### config.mk
export PLATFORM = sky130hd
export DESIGN_NAME = boxcar_average_edge_clamped
export DESIGN_NICKNAME = d
export VERILOG_FILES = /design/src/rtl/bxa_pkg.sv /design/src/rtl/bxa_cell.sv /design/src/rtl/bxa_history.sv /design/src/rtl/bxa_div.sv /design/src/rtl/boxcar_average_edge_clamped.sv
export SDC_FILE = /design/constraint.sdc
export NUM_CORES = 1
export LEC_CHECK = 0
export ABC_AREA = 1
export BUFFER_PORTS_ARGS = -buffer_cell sky130_fd_sc_hd__buf_2
export CAP_MARGIN = 30
export CELL_PAD_IN_SITES_DETAIL_PLACEMENT = 1
export CELL_PAD_IN_SITES_GLOBAL_PLACEMENT = 1
export CORE_ASPECT_RATIO = 1.2
export CORE_MARGIN = 2
export CORE_UTILIZATION = 40
export DETAILED_ROUTE_END_ITERATION = 16
export PLACE_DENSITY = 0.73
export SLEW_MARGIN = 25
export SYNTH_ARGS = -nofsm -noshare
export SYNTH_HDL_FRONTEND = slang
export SYNTH_SLANG_ARGS = --single-unit
### constraint.sdc
create_clock -name clock -period 17.7 [get_ports clock]
set_input_delay 5.31 -clock clock [delete_from_list [all_inputs] [get_ports clock]]
set_output_delay 5.31 -clock clock [all_outputs]
set_load 0.05 [all_outputs]
### src/rtl/bxa_pkg.sv
// Shared constants, payload types and sequencer states for the boxcar average block.
package bxa_pkg;

   localparam int SAMPLE_BITS        = 16;
   localparam int FRACTION_BITS      = 8;
   localparam int MEAN_BITS          = SAMPLE_BITS + FRACTION_BITS;
   localparam int CFG_BITS           = 5;
   localparam int MAX_WINDOW_DEFAULT = 16;

   typedef struct packed {
      logic [SAMPLE_BITS-1:0] sample;
      logic                   frame_end;
   } req_payload_type;

   typedef struct packed {
      logic [MEAN_BITS-1:0] mean_value;
      logic                 final_output;
   } rsp_payload_type;

   typedef enum logic [2:0] {
      ST_IDLE,
      ST_CHECK,
      ST_ACCUM,
      ST_DIVIDE,
      ST_EMIT
   } state_type;

endpackage

### src/rtl/bxa_cell.sv
// One history cell: holds a single sample and passes it to the next cell on a shift.
module bxa_cell (
   input  logic                            clock,
   input  logic                            shift_en,
   input  logic [bxa_pkg::SAMPLE_BITS-1:0] d_in,
   output logic [bxa_pkg::SAMPLE_BITS-1:0] q_out
);
   import bxa_pkg::*;

   logic [SAMPLE_BITS-1:0] value_ff;
   logic [SAMPLE_BITS-1:0] value_in;

   assign value_in = shift_en ? d_in : value_ff;

   always_ff @(posedge clock) begin
      value_ff <= value_in;
   end

   assign q_out = value_ff;

endmodule

### src/rtl/bxa_history.sv
// Row of history cells, newest sample in cell zero, with one selectable read tap.
module bxa_history #(
   parameter int DEPTH = bxa_pkg::MAX_WINDOW_DEFAULT
) (
   input  logic                            clock,
   input  logic                            shift_en,
   input  logic [bxa_pkg::SAMPLE_BITS-1:0] sample_in,
   input  logic [$clog2(DEPTH)-1:0]        rd_index,
   output logic [bxa_pkg::SAMPLE_BITS-1:0] rd_data,
   output logic [bxa_pkg::SAMPLE_BITS-1:0] oldest
);
   import bxa_pkg::*;

   logic [SAMPLE_BITS-1:0] taps [DEPTH];

   for (genvar k = 0; k < DEPTH; k++) begin : g_cell
      if (k == 0) begin : g_head
         bxa_cell u_cell (
            .clock    (clock),
            .shift_en (shift_en),
            .d_in     (sample_in),
            .q_out    (taps[k])
         );
      end else begin : g_body
         bxa_cell u_cell (
            .clock    (clock),
            .shift_en (shift_en),
            .d_in     (taps[k-1]),
            .q_out    (taps[k])
         );
      end
   end

   assign rd_data = taps[rd_index];
   assign oldest  = taps[DEPTH-1];

endmodule

### src/rtl/bxa_div.sv
// Restoring divider that produces one quotient bit per cycle.
module bxa_div #(
   parameter int NUM_W = 28,
   parameter int DEN_W = 5
) (
   input  logic             clock,
   input  logic             reset,
   input  logic             start,
   input  logic [NUM_W-1:0] dividend,
   input  logic [DEN_W-1:0] divisor,
   output logic             busy,
   output logic [NUM_W-1:0] quotient
);
   import bxa_pkg::*;

   localparam int CNT_W = (NUM_W > 1) ? $clog2(NUM_W) : 1;

   logic [DEN_W-1:0] rem_ff,  rem_in;
   logic [NUM_W-1:0] quo_ff,  quo_in;
   logic [DEN_W-1:0] den_ff,  den_in;
   logic [CNT_W-1:0] cnt_ff,  cnt_in;
   logic             busy_ff, busy_in;

   logic [DEN_W:0]   trial;
   logic [DEN_W:0]   diff;
   logic             fits;

   assign trial = {rem_ff, quo_ff[NUM_W-1]};
   assign fits  = trial >= {1'b0, den_ff};
   assign diff  = trial - {1'b0, den_ff};

   always_comb begin
      rem_in  = rem_ff;
      quo_in  = quo_ff;
      den_in  = den_ff;
      cnt_in  = cnt_ff;
      busy_in = busy_ff;
      if (start) begin
         rem_in  = '0;
         quo_in  = dividend;
         den_in  = divisor;
         cnt_in  = '0;
         busy_in = 1'b1;
      end else if (busy_ff) begin
         rem_in = fits ? diff[DEN_W-1:0] : trial[DEN_W-1:0];
         quo_in = {quo_ff[NUM_W-2:0], fits};
         cnt_in = cnt_ff + 1'b1;
         if (cnt_ff == CNT_W'(NUM_W - 1)) begin
            busy_in = 1'b0;
         end
      end
   end

   always_ff @(posedge clock) begin
      if (reset) begin
         busy_ff <= 1'b0;
         cnt_ff  <= '0;
      end else begin
         busy_ff <= busy_in;
         cnt_ff  <= cnt_in;
      end
      rem_ff <= rem_in;
      quo_ff <= quo_in;
      den_ff <= den_in;
   end

   assign busy     = busy_ff;
   assign quotient = quo_ff;

endmodule

### src/rtl/boxcar_average_edge_clamped.sv
// Edge-clamped centered boxcar average over a spectrum frame. Each accepted sample
// shifts into a row of MAX_WINDOW history cells, and the sequencer then produces every
// output that the sample makes due. For a width W (0 and 1 both act as 1), output i is
// the floor of the sum of W samples, centered on i, times 2^FRACTION_BITS over W;
// positions before the frame start read the first sample and positions past the end
// read the last one. Outputs trail the input by ceil(W/2)-1 samples, and the sample
// flagged frame_end flushes the rest, the last output carrying final_output. An input
// transfer is followed by a check of what is due; each output that it makes due then takes
// a pass that adds up the window one cell per cycle, a run of the bit-serial divider, one
// step per quotient bit, until it reports done, and a load of the output register, which
// waits while a previous output is held by rsp_stall, before the next check. Inputs are
// taken one at a time, but the next input transfer may occur while the last output still
// waits in the output register. The width register is written through the csr port,
// always ready, and is to be changed only while the block is idle; values above
// MAX_WINDOW are stored as MAX_WINDOW.
module boxcar_average_edge_clamped #(
   parameter int MAX_WINDOW = bxa_pkg::MAX_WINDOW_DEFAULT
) (
   input  logic                         clock,
   input  logic                         reset,
   input  logic                         req_valid,
   output logic                         req_stall,
   input  bxa_pkg::req_payload_type     req_payload,
   output logic                         rsp_valid,
   input  logic                         rsp_stall,
   output bxa_pkg::rsp_payload_type     rsp_payload,
   input  logic                         csr_valid,
   output logic                         csr_ready,
   input  logic [bxa_pkg::CFG_BITS-1:0] csr_wdata
);
   import bxa_pkg::*;

   // Counts and widths up to MAX_WINDOW, signed window offsets, cell index, sums.
   localparam int CW    = $clog2(MAX_WINDOW + 1);
   localparam int BK_W  = CW + 2;
   localparam int IDX_W = $clog2(MAX_WINDOW);
   localparam int SUM_W = SAMPLE_BITS + $clog2(MAX_WINDOW);
   localparam int DIV_W = SUM_W + FRACTION_BITS;

   state_type state_ff, state_in;

   logic [CW-1:0]          width_ff,  width_in;
   logic [CW-1:0]          lag_ff,    lag_in;
   logic [CW-1:0]          seen_ff,   seen_in;
   logic [CW-1:0]          tap_ff,    tap_in;
   logic [SAMPLE_BITS-1:0] first_ff,  first_in;
   logic                   last_ff,   last_in;
   logic [SUM_W-1:0]       sum_ff,    sum_in;
   logic                   rsp_valid_ff, rsp_valid_in;
   rsp_payload_type        rsp_data_ff,  rsp_data_in;

   logic                   shift_en;
   logic                   div_start;
   logic                   div_busy;
   logic [DIV_W-1:0]       div_dividend;
   logic [DIV_W-1:0]       div_quotient;

   logic [CW-1:0]          w_eff;
   logic [CW-1:0]          half;
   logic [CW-1:0]          lag_limit;
   logic [CW-1:0]          ago;
   logic signed [BK_W-1:0] back;
   logic [BK_W-1:0]        back_pos;
   logic                   beyond;
   logic [SAMPLE_BITS-1:0] hist_data;
   logic [SAMPLE_BITS-1:0] hist_oldest;
   logic [SAMPLE_BITS-1:0] tap_sample;
   logic [SUM_W-1:0]       sum_next;

   // The width register accepts a write in every cycle.
   assign csr_ready = 1'b1;

   always_comb begin
      width_in = width_ff;
      if (csr_valid && csr_ready) begin
         if (32'(csr_wdata) > 32'(MAX_WINDOW)) begin
            width_in = CW'(MAX_WINDOW);
         end else begin
            width_in = CW'(csr_wdata);
         end
      end
   end

   // Effective width, half width and the number of outputs that may stay pending.
   assign w_eff     = (width_ff < CW'(2)) ? CW'(1) : width_ff;
   assign half      = w_eff >> 1;
   assign lag_limit = w_eff - CW'(1) - half;

   // Offset, counted back from the newest sample, of the window tap read this cycle.
   // Offsets before the newest clamp to it; offsets past the stored frame read the first
   // sample while the frame is short and the oldest cell once the row is full.
   assign ago      = lag_ff - CW'(1);
   assign back     = $signed({2'b00, ago}) + $signed({2'b00, half})
                     - $signed({2'b00, tap_ff});
   assign back_pos = back[BK_W-1] ? '0 : back;
   assign beyond   = back_pos >= {2'b00, seen_ff};

   always_comb begin
      if (!beyond) begin
         tap_sample = hist_data;
      end else if (seen_ff < CW'(MAX_WINDOW)) begin
         tap_sample = first_ff;
      end else begin
         tap_sample = hist_oldest;
      end
   end

   assign sum_next     = sum_ff + SUM_W'(tap_sample);
   assign div_dividend = DIV_W'(sum_next) << FRACTION_BITS;

   bxa_history #(
      .DEPTH (MAX_WINDOW)
   ) u_history (
      .clock     (clock),
      .shift_en  (shift_en),
      .sample_in (req_payload.sample),
      .rd_index  (back_pos[IDX_W-1:0]),
      .rd_data   (hist_data),
      .oldest    (hist_oldest)
   );

   bxa_div #(
      .NUM_W (DIV_W),
      .DEN_W (CW)
   ) u_div (
      .clock    (clock),
      .reset    (reset),
      .start    (div_start),
      .dividend (div_dividend),
      .divisor  (w_eff),
      .busy     (div_busy),
      .quotient (div_quotient)
   );

   // Sequencer: take a sample, then emit every output it makes due, one at a time.
   always_comb begin
      state_in     = state_ff;
      lag_in       = lag_ff;
      seen_in      = seen_ff;
      tap_in       = tap_ff;
      first_in     = first_ff;
      last_in      = last_ff;
      sum_in       = sum_ff;
      rsp_valid_in = rsp_valid_ff && rsp_stall;
      rsp_data_in  = rsp_data_ff;
      req_stall    = 1'b1;
      shift_en     = 1'b0;
      div_start    = 1'b0;
      case (state_ff)
         ST_IDLE: begin
            // The input is never stalled here, so a valid sample is a transfer.
            req_stall = 1'b0;
            if (req_valid) begin
               shift_en = 1'b1;
               if (seen_ff == '0) begin
                  first_in = req_payload.sample;
               end
               if (seen_ff < CW'(MAX_WINDOW)) begin
                  seen_in = seen_ff + CW'(1);
               end
               lag_in   = lag_ff + CW'(1);
               last_in  = req_payload.frame_end;
               state_in = ST_CHECK;
            end
         end
         ST_CHECK: begin
            if ((lag_ff > lag_limit) || (last_ff && (lag_ff != '0))) begin
               sum_in   = '0;
               tap_in   = '0;
               state_in = ST_ACCUM;
            end else begin
               // The frame has been flushed completely when the last sample was taken.
               if (last_ff) begin
                  seen_in  = '0;
                  lag_in   = '0;
                  first_in = '0;
                  last_in  = 1'b0;
               end
               state_in = ST_IDLE;
            end
         end
         ST_ACCUM: begin
            sum_in = sum_next;
            tap_in = tap_ff + CW'(1);
            if (tap_ff == w_eff - CW'(1)) begin
               div_start = 1'b1;
               state_in  = ST_DIVIDE;
            end
         end
         ST_DIVIDE: begin
            if (!div_busy) begin
               state_in = ST_EMIT;
            end
         end
         ST_EMIT: begin
            if (!rsp_valid_ff || !rsp_stall) begin
               rsp_valid_in             = 1'b1;
               rsp_data_in.mean_value   = div_quotient[MEAN_BITS-1:0];
               rsp_data_in.final_output = last_ff && (lag_ff == CW'(1));
               lag_in                   = lag_ff - CW'(1);
               state_in                 = ST_CHECK;
            end
         end
         default: begin
            state_in = ST_IDLE;
         end
      endcase
   end

   always_ff @(posedge clock) begin
      if (reset) begin
         state_ff     <= ST_IDLE;
         width_ff     <= '0;
         lag_ff       <= '0;
         seen_ff      <= '0;
         first_ff     <= '0;
         last_ff      <= 1'b0;
         rsp_valid_ff <= 1'b0;
      end else begin
         state_ff     <= state_in;
         width_ff     <= width_in;
         lag_ff       <= lag_in;
         seen_ff      <= seen_in;
         first_ff     <= first_in;
         last_ff      <= last_in;
         rsp_valid_ff <= rsp_valid_in;
      end
      tap_ff      <= tap_in;
      sum_ff      <= sum_in;
      rsp_data_ff <= rsp_data_in;
   end

   assign rsp_valid   = rsp_valid_ff;
   assign rsp_payload = rsp_data_ff;

endmodule

# Word level (Yosys, flattened, before mapping)
# Cells that the tools add are included.
[op_classes]
n_addsub = 11
order_cmp = 7
eq_ne = 16
mux = 47
bitwise_logic = 1
reduce_logical = 22
[op_table]
columns = ["cell", "n"]
rows = [
  ["16-bit 2-to-1 mux", 8],
  ["16-bit binary-select mux with 4-bit select", 1],
  ["28-bit 2-to-1 mux", 2],
  ["5-bit 2-to-1 mux", 10],
  ["20-bit case mux with 2 select lines", 1],
  ["16-bit case mux with 2 select lines", 1],
  ["20-bit by 16-bit adder with 20-bit output", 1],
  ["5-bit by 1-bit adder with 5-bit output, second input constant", 4],
  ["20-bit 2-to-1 mux", 1],
  ["5-bit case mux with 2 select lines", 2],
  ["2-bit != test, second input constant", 9],
  ["3-bit case mux with 5 select lines", 1],
  ["5-bit case mux with 3 select lines", 1],
  ["5-bit AND reduction", 3],
  ["6-bit by 5-bit greater-or-equal comparator with 1-bit output", 2],
  ["1-bit 2-to-1 mux", 12],
  ["3-bit 2-to-1 mux", 4],
  ["5-bit by 1-bit subtractor with 5-bit output, second input constant", 2],
  ["6-bit by 5-bit subtractor with 7-bit output", 1],
  ["5-bit by 4-bit adder with 6-bit output", 1],
  ["3-bit by 2-bit equality test with 1-bit output, second input constant", 2],
  ["6-bit 2-to-1 mux", 1],
  ["2-bit nonzero test", 3],
  ["5-bit by 1-bit equality test with 1-bit output, second input constant", 1],
  ["other kinds (25)", 30],
]
[word_totals]
regBits = 386
input_bits = 27
out_inout_bits = 28
elab_cells = 137

# Logic depth before layout (Yosys ltp)
[depth]
ltp_word = 12
depth_mapped = 38
depth_no_buf = 35

# By module
# From an unflattened synthesis, not the netlist that was laid out.
[unflattened]
cells_unflattened = 2082
area_unflattened_um2 = 19112.1
[modules_own_cells]
columns = ["module", "instances", "cells_each", "area_each_um2", "seq_area_each_um2"]
rows = [
  ["bxa_cell", 16, 16, 480.5, 480.5],
  ["boxcar_average_edge_clamped", 1, 824, 6070.8, 2222.1],
  ["bxa_history", 1, 775, 3266.9, 0.0],
  ["bxa_div", 1, 227, 2087.0, 1211.2],
]

# Worst setup path before layout
# Ideal clock, no wire load.
[synth_path]
kind = "input-to-reg"
start = "input req_valid"
end = "register u_history.g_cell[0].g_head.u_cell.value_ff[0] (enable)"
setup_time_ns = 0.879
arrival_time_ns = 15.910
path_slack_ns = 0.911
path_stages = 2
path_buffers = 0
path_cell_list = "inv_1 -> nor2_1"
[synth_via]
elab_chain_cells = 2
[synth_rtl]
columns = ["element", "line", "source"]
rows = [
  ["start: declaration", "boxcar_average_edge_clamped.sv:21", "input logic req_valid,"],
  ["1-bit 2-to-1 mux", "boxcar_average_edge_clamped.sv:153", "if (req_valid) begin"],
  ["1-bit 2-to-1 mux", "boxcar_average_edge_clamped.sv:149", "case (state_ff)"],
  ["net shift_en", "boxcar_average_edge_clamped.sv:52", "logic shift_en;"],
  ["end signal: assignment", "bxa_cell.sv:16", "value_ff <= value_in;"],
  ["end: declaration", "bxa_cell.sv:10", "logic [SAMPLE_BITS-1:0] value_ff;"],
]
# The timed path passes the listed nets, and every way through them passes these cells.
# A chain may end at the register's enable or synchronous reset.

# Worst setup path in the final report
[layout_path]
start = "register lag_ff[0]"
end = "register u_div.quo_ff[22] (netlist: u_div.quotient[22]) (data pin)"
[layout_via]
elab_chain_cells = 11
[layout_rtl]
columns = ["element", "line", "source"]
rows = [
  ["start: declaration", "boxcar_average_edge_clamped.sv:43", "logic [CW-1:0] lag_ff, lag_in;"],
  ["start signal: assignment", "boxcar_average_edge_clamped.sv:222", "lag_ff <= lag_in;"],
  ["5-bit by 1-bit subtractor with 5-bit output *", "boxcar_average_edge_clamped.sv:92", "assign ago = lag_ff - CW'(1);"],
  ["5-bit by 4-bit adder with 6-bit output *", "boxcar_average_edge_clamped.sv:93", "assign back = $signed({2'b00, ago}) + $signed({2'b00, half})"],
  ["6-bit by 5-bit subtractor with 7-bit output *", "boxcar_average_edge_clamped.sv:94", "- $signed({2'b00, tap_ff});"],
  ["6-bit 2-to-1 mux *", "boxcar_average_edge_clamped.sv:95", "assign back_pos = back[BK_W-1] ? '0 : back;"],
  ["4-bit NOT with 5-bit output (implied by the code)", "bxa_history.sv:34", "assign rd_data = taps[rd_index];"],
  ["16-bit binary-select mux with 4-bit select", "bxa_history.sv:34", ""],
  ["16-bit 2-to-1 mux (implied by the code) (2 in series)", "bxa_history.sv:34", ""],
  ["16-bit 2-to-1 mux *", "boxcar_average_edge_clamped.sv:99", "if (!beyond) begin"],
  ["20-bit by 16-bit adder with 20-bit output *", "boxcar_average_edge_clamped.sv:108", "assign sum_next = sum_ff + SUM_W'(tap_sample);"],
  ["28-bit 2-to-1 mux *", "bxa_div.sv:38", "if (start) begin"],
  ["net u_div.quo_in[22]", "bxa_div.sv:19", "logic [NUM_W-1:0] quo_ff, quo_in;"],
  ["end signal: assignment", "bxa_div.sv:63", "quo_ff <= quo_in;"],
  ["end: declaration", "bxa_div.sv:19", ""],
]
# The timed path passes the listed nets; every way through them passes the cells marked *. The select of a mux whose other input is x is not followed.

==> metrics <==
status=complete, no violations; GRT Overall Usage=20.3%; first drt pass iteration count=5; post-CTS sizing=0; Antenna Cells=0; Fillers=5030; grt total ovfl=0; Min-Delay Path Class=register to register; worst setup slack after layout=9.48 ns; Post-Place Worst Slack=8.95 ns; fmax=122 MHz; CP Launch Type=register; PortBufs=53; number of clock sinks=386; Clock Root Buffer=clkbuf_16; # IOs=55; Ys Warns=0; most common cell after layout, fill and taps aside=nand2_1; final hold vios=0; Tcrit/Tclk final=46.5%; Least-Margin Pin Slew=0.832 ns; clock tree buffer depth=3; clock skew=0.0309 ns; synthesized area per cell=10.1 µm²; crit end category=register; Yosys cell types=47; synthesized instance count=1780; Die Ht=236 µm; max-cap violation count=0; post-synthesis sequential area ratio=61.3%; Crit Path Max Fanout=49; Synth async-reset ratio=0%; Post-Syn Nets=1867; Core Region=44700 µm²; post-CTS setup buffers=0; largest net degree at the start of global routing=84; Detailed Route Iter0 Violations=851; routability congestion estimate=0.835; Total Wirelength=46.8 mm; area occupied by multi-input gates=5960 µm²; Slew headroom=44.5%; Max Slew Vio Count=0; post-cts hold buffer count=0; layout cells sized above 1=8.85%; Critical-path top delay cell=clkinv_1; setup slack, reg-to-reg=9.48 ns; CTS tree=built; via count of the first global-routing pass=13693; max incr delay on CP=0.72 ns; DR WL/cell=19.4 µm; Yosys reg bits=386; DIE WIDTH=198 µm; clk_lat worst skew=0.58 ns; number of synthesized flops with an enable pin=331; global-route wire length before repair=75.0 mm; vias after detailed routing=13026; data arrival time of the worst path=8.53 ns; initial antenna violation count=0; DP Wirelength=30.3 mm; full die area=46700 µm²; TritonCTS Buffers=42; Worst-path clk slew=0.06 ns; Final setup violation count=0; # rows=85; H-tree depth=2; Starting Density=40.3%; post-synthesis cell area=18000 µm²; NumNets Final=1895; Post-route DRC=0; ys flop type=edfxtp_1; most frequent CP cell=nand2_1; most frequent cells in the layout=nand2_1 (406), edfxtp_1 (331), nand3_1 (321); register area=11000 µm²; RSZ-0062 raised after global routing=no; synthesis-to-layout area growth=12.0%; required time worst endpoint=18.01 ns; Sum Neg Setup Slack=0 ns; Detail Route Antenna Nets=0; min cycle time layout=8.22 ns; DR vias/cell=5.41; critical path class=register to register
state kept, by name, indices dropped and copies added (netlist names):
name	count
state_ff	3
u_div.cnt_ff	5
u_div.quotient	28
rsp_valid	1
rsp_payload	25
first_ff	16
seen_ff	5
u_div.rem_ff	5
tap_ff	5
sum_ff	20
u_div.den_ff	5
width_ff	5
u_history.g_cell.g_body.u_cell.q_out	240
u_div.busy	1
last_ff	1
lag_ff	5
u_history.g_cell.g_head.u_cell.q_out	16
cells by family after synthesis:
| kind of cell | count (synthesis) | synth area share [%] |
|---|---|---|
| AND/OR/NAND/NOR | 869 | 21.2 |
| flip-flops | 386 | 61.3 |
| buffers and inverters | 259 | 5.82 |
| AO/OA/AOI/OAI | 178 | 5.87 |
| adder cells (fa/ha/maj) | 60 | 4.50 |
| XOR/XNOR | 27 | 1.31 |
| other | 1 | 0.0208 |
worst max-delay path, delay by kind of cell (launching register included):
family | cells | cell delay (ns)
AO/OA/AOI/OAI | 5 | 0.81
XOR/XNOR | 1 | 0.24
adder cells (fa/ha/maj) | 6 | 2.28
buffers and inverters | 6 | 1.50
flip-flops | 1 | 0.41
AND/OR/NAND/NOR | 15 | 2.70
stage by stage:
step | cell area [µm²] | hold WS (ns) | cells | util (%)
after floorplan | 18000 | 0.408 | 1780 | -
after global placement | 18700 | 0.412 | 2326 | 41.9
after detailed placement | 18700 | 0.417 | 2327 | 42.0
after CTS | 20100 | 0.431 | 2404 | 45.1
after global routing | 20200 | 0.448 | 2406 | 45.2
final | 20200 | 0.431 | 2406 | 45.2
synth_stat cells (2+ instances only):
library cell  number  share of area, %
xor2_1            18              0.88
inv_2              5              0.10
buf_1              3             0.063
nand2_1          409               8.5
inv_4              2             0.069
buf_6              2              0.13
a21boi_0           3              0.13
or2_2              5              0.17
dfxtp_1           55               6.1
a211oi_1           5              0.21
fa_1               8              0.89
xnor2_1            9              0.44
o31ai_1            3              0.13
clkinv_1           2             0.042
buf_2             35              0.97
nand3b_1           4              0.17
buf_4              3              0.13
nand2_2            4              0.14
a21oi_1           55               1.5
nor3_1             6              0.17
edfxtp_1         331                55
nand3_2            4              0.22
nand4_1           13              0.45
a21o_1             4              0.17
nor2_1            96               2.0
o2111ai_1         17              0.83
clkbuf_1          41              0.85
o21ai_1           12              0.33
o21ai_0           55               1.5
inv_1            165               3.4
o211ai_1          16              0.67
ha_1              52               3.6
nor2_2             3              0.10
a22o_1             2             0.097
nand3_1          321               8.9
layer usage:
layer	wire length [µm]	GRT usage [%]	vias up
li1	-	-	6197
met1	20000	25.7	6513
met2	23300	34.6	222
met3	1630	2.90	94
met4	1860	8.73	0
met5	0	0	-
area by class of cell:
type	count	share of cell area, %
flip-flops and latches	386	54.7
well taps	565	3.50
repair buffers	69	2.08
inverters	174	3.26
clock inverters	19	1.25
clock buffers	58	5.61
multi-input cells	1135	29.6
worst paths after layout:
check,cells after the start,endpoint,start
min reg2reg,0,rsp_payload[4],u_div.quotient[3]
max reg2reg,33,u_div.quotient[22],lag_ff[0]
max,33,u_div.quotient[22],lag_ff[0]
min,0,rsp_payload[4],u_div.quotient[3]
Power is not shown: default switching activity piles up to over one toggle a cycle in this logic, so the estimate is an artifact.
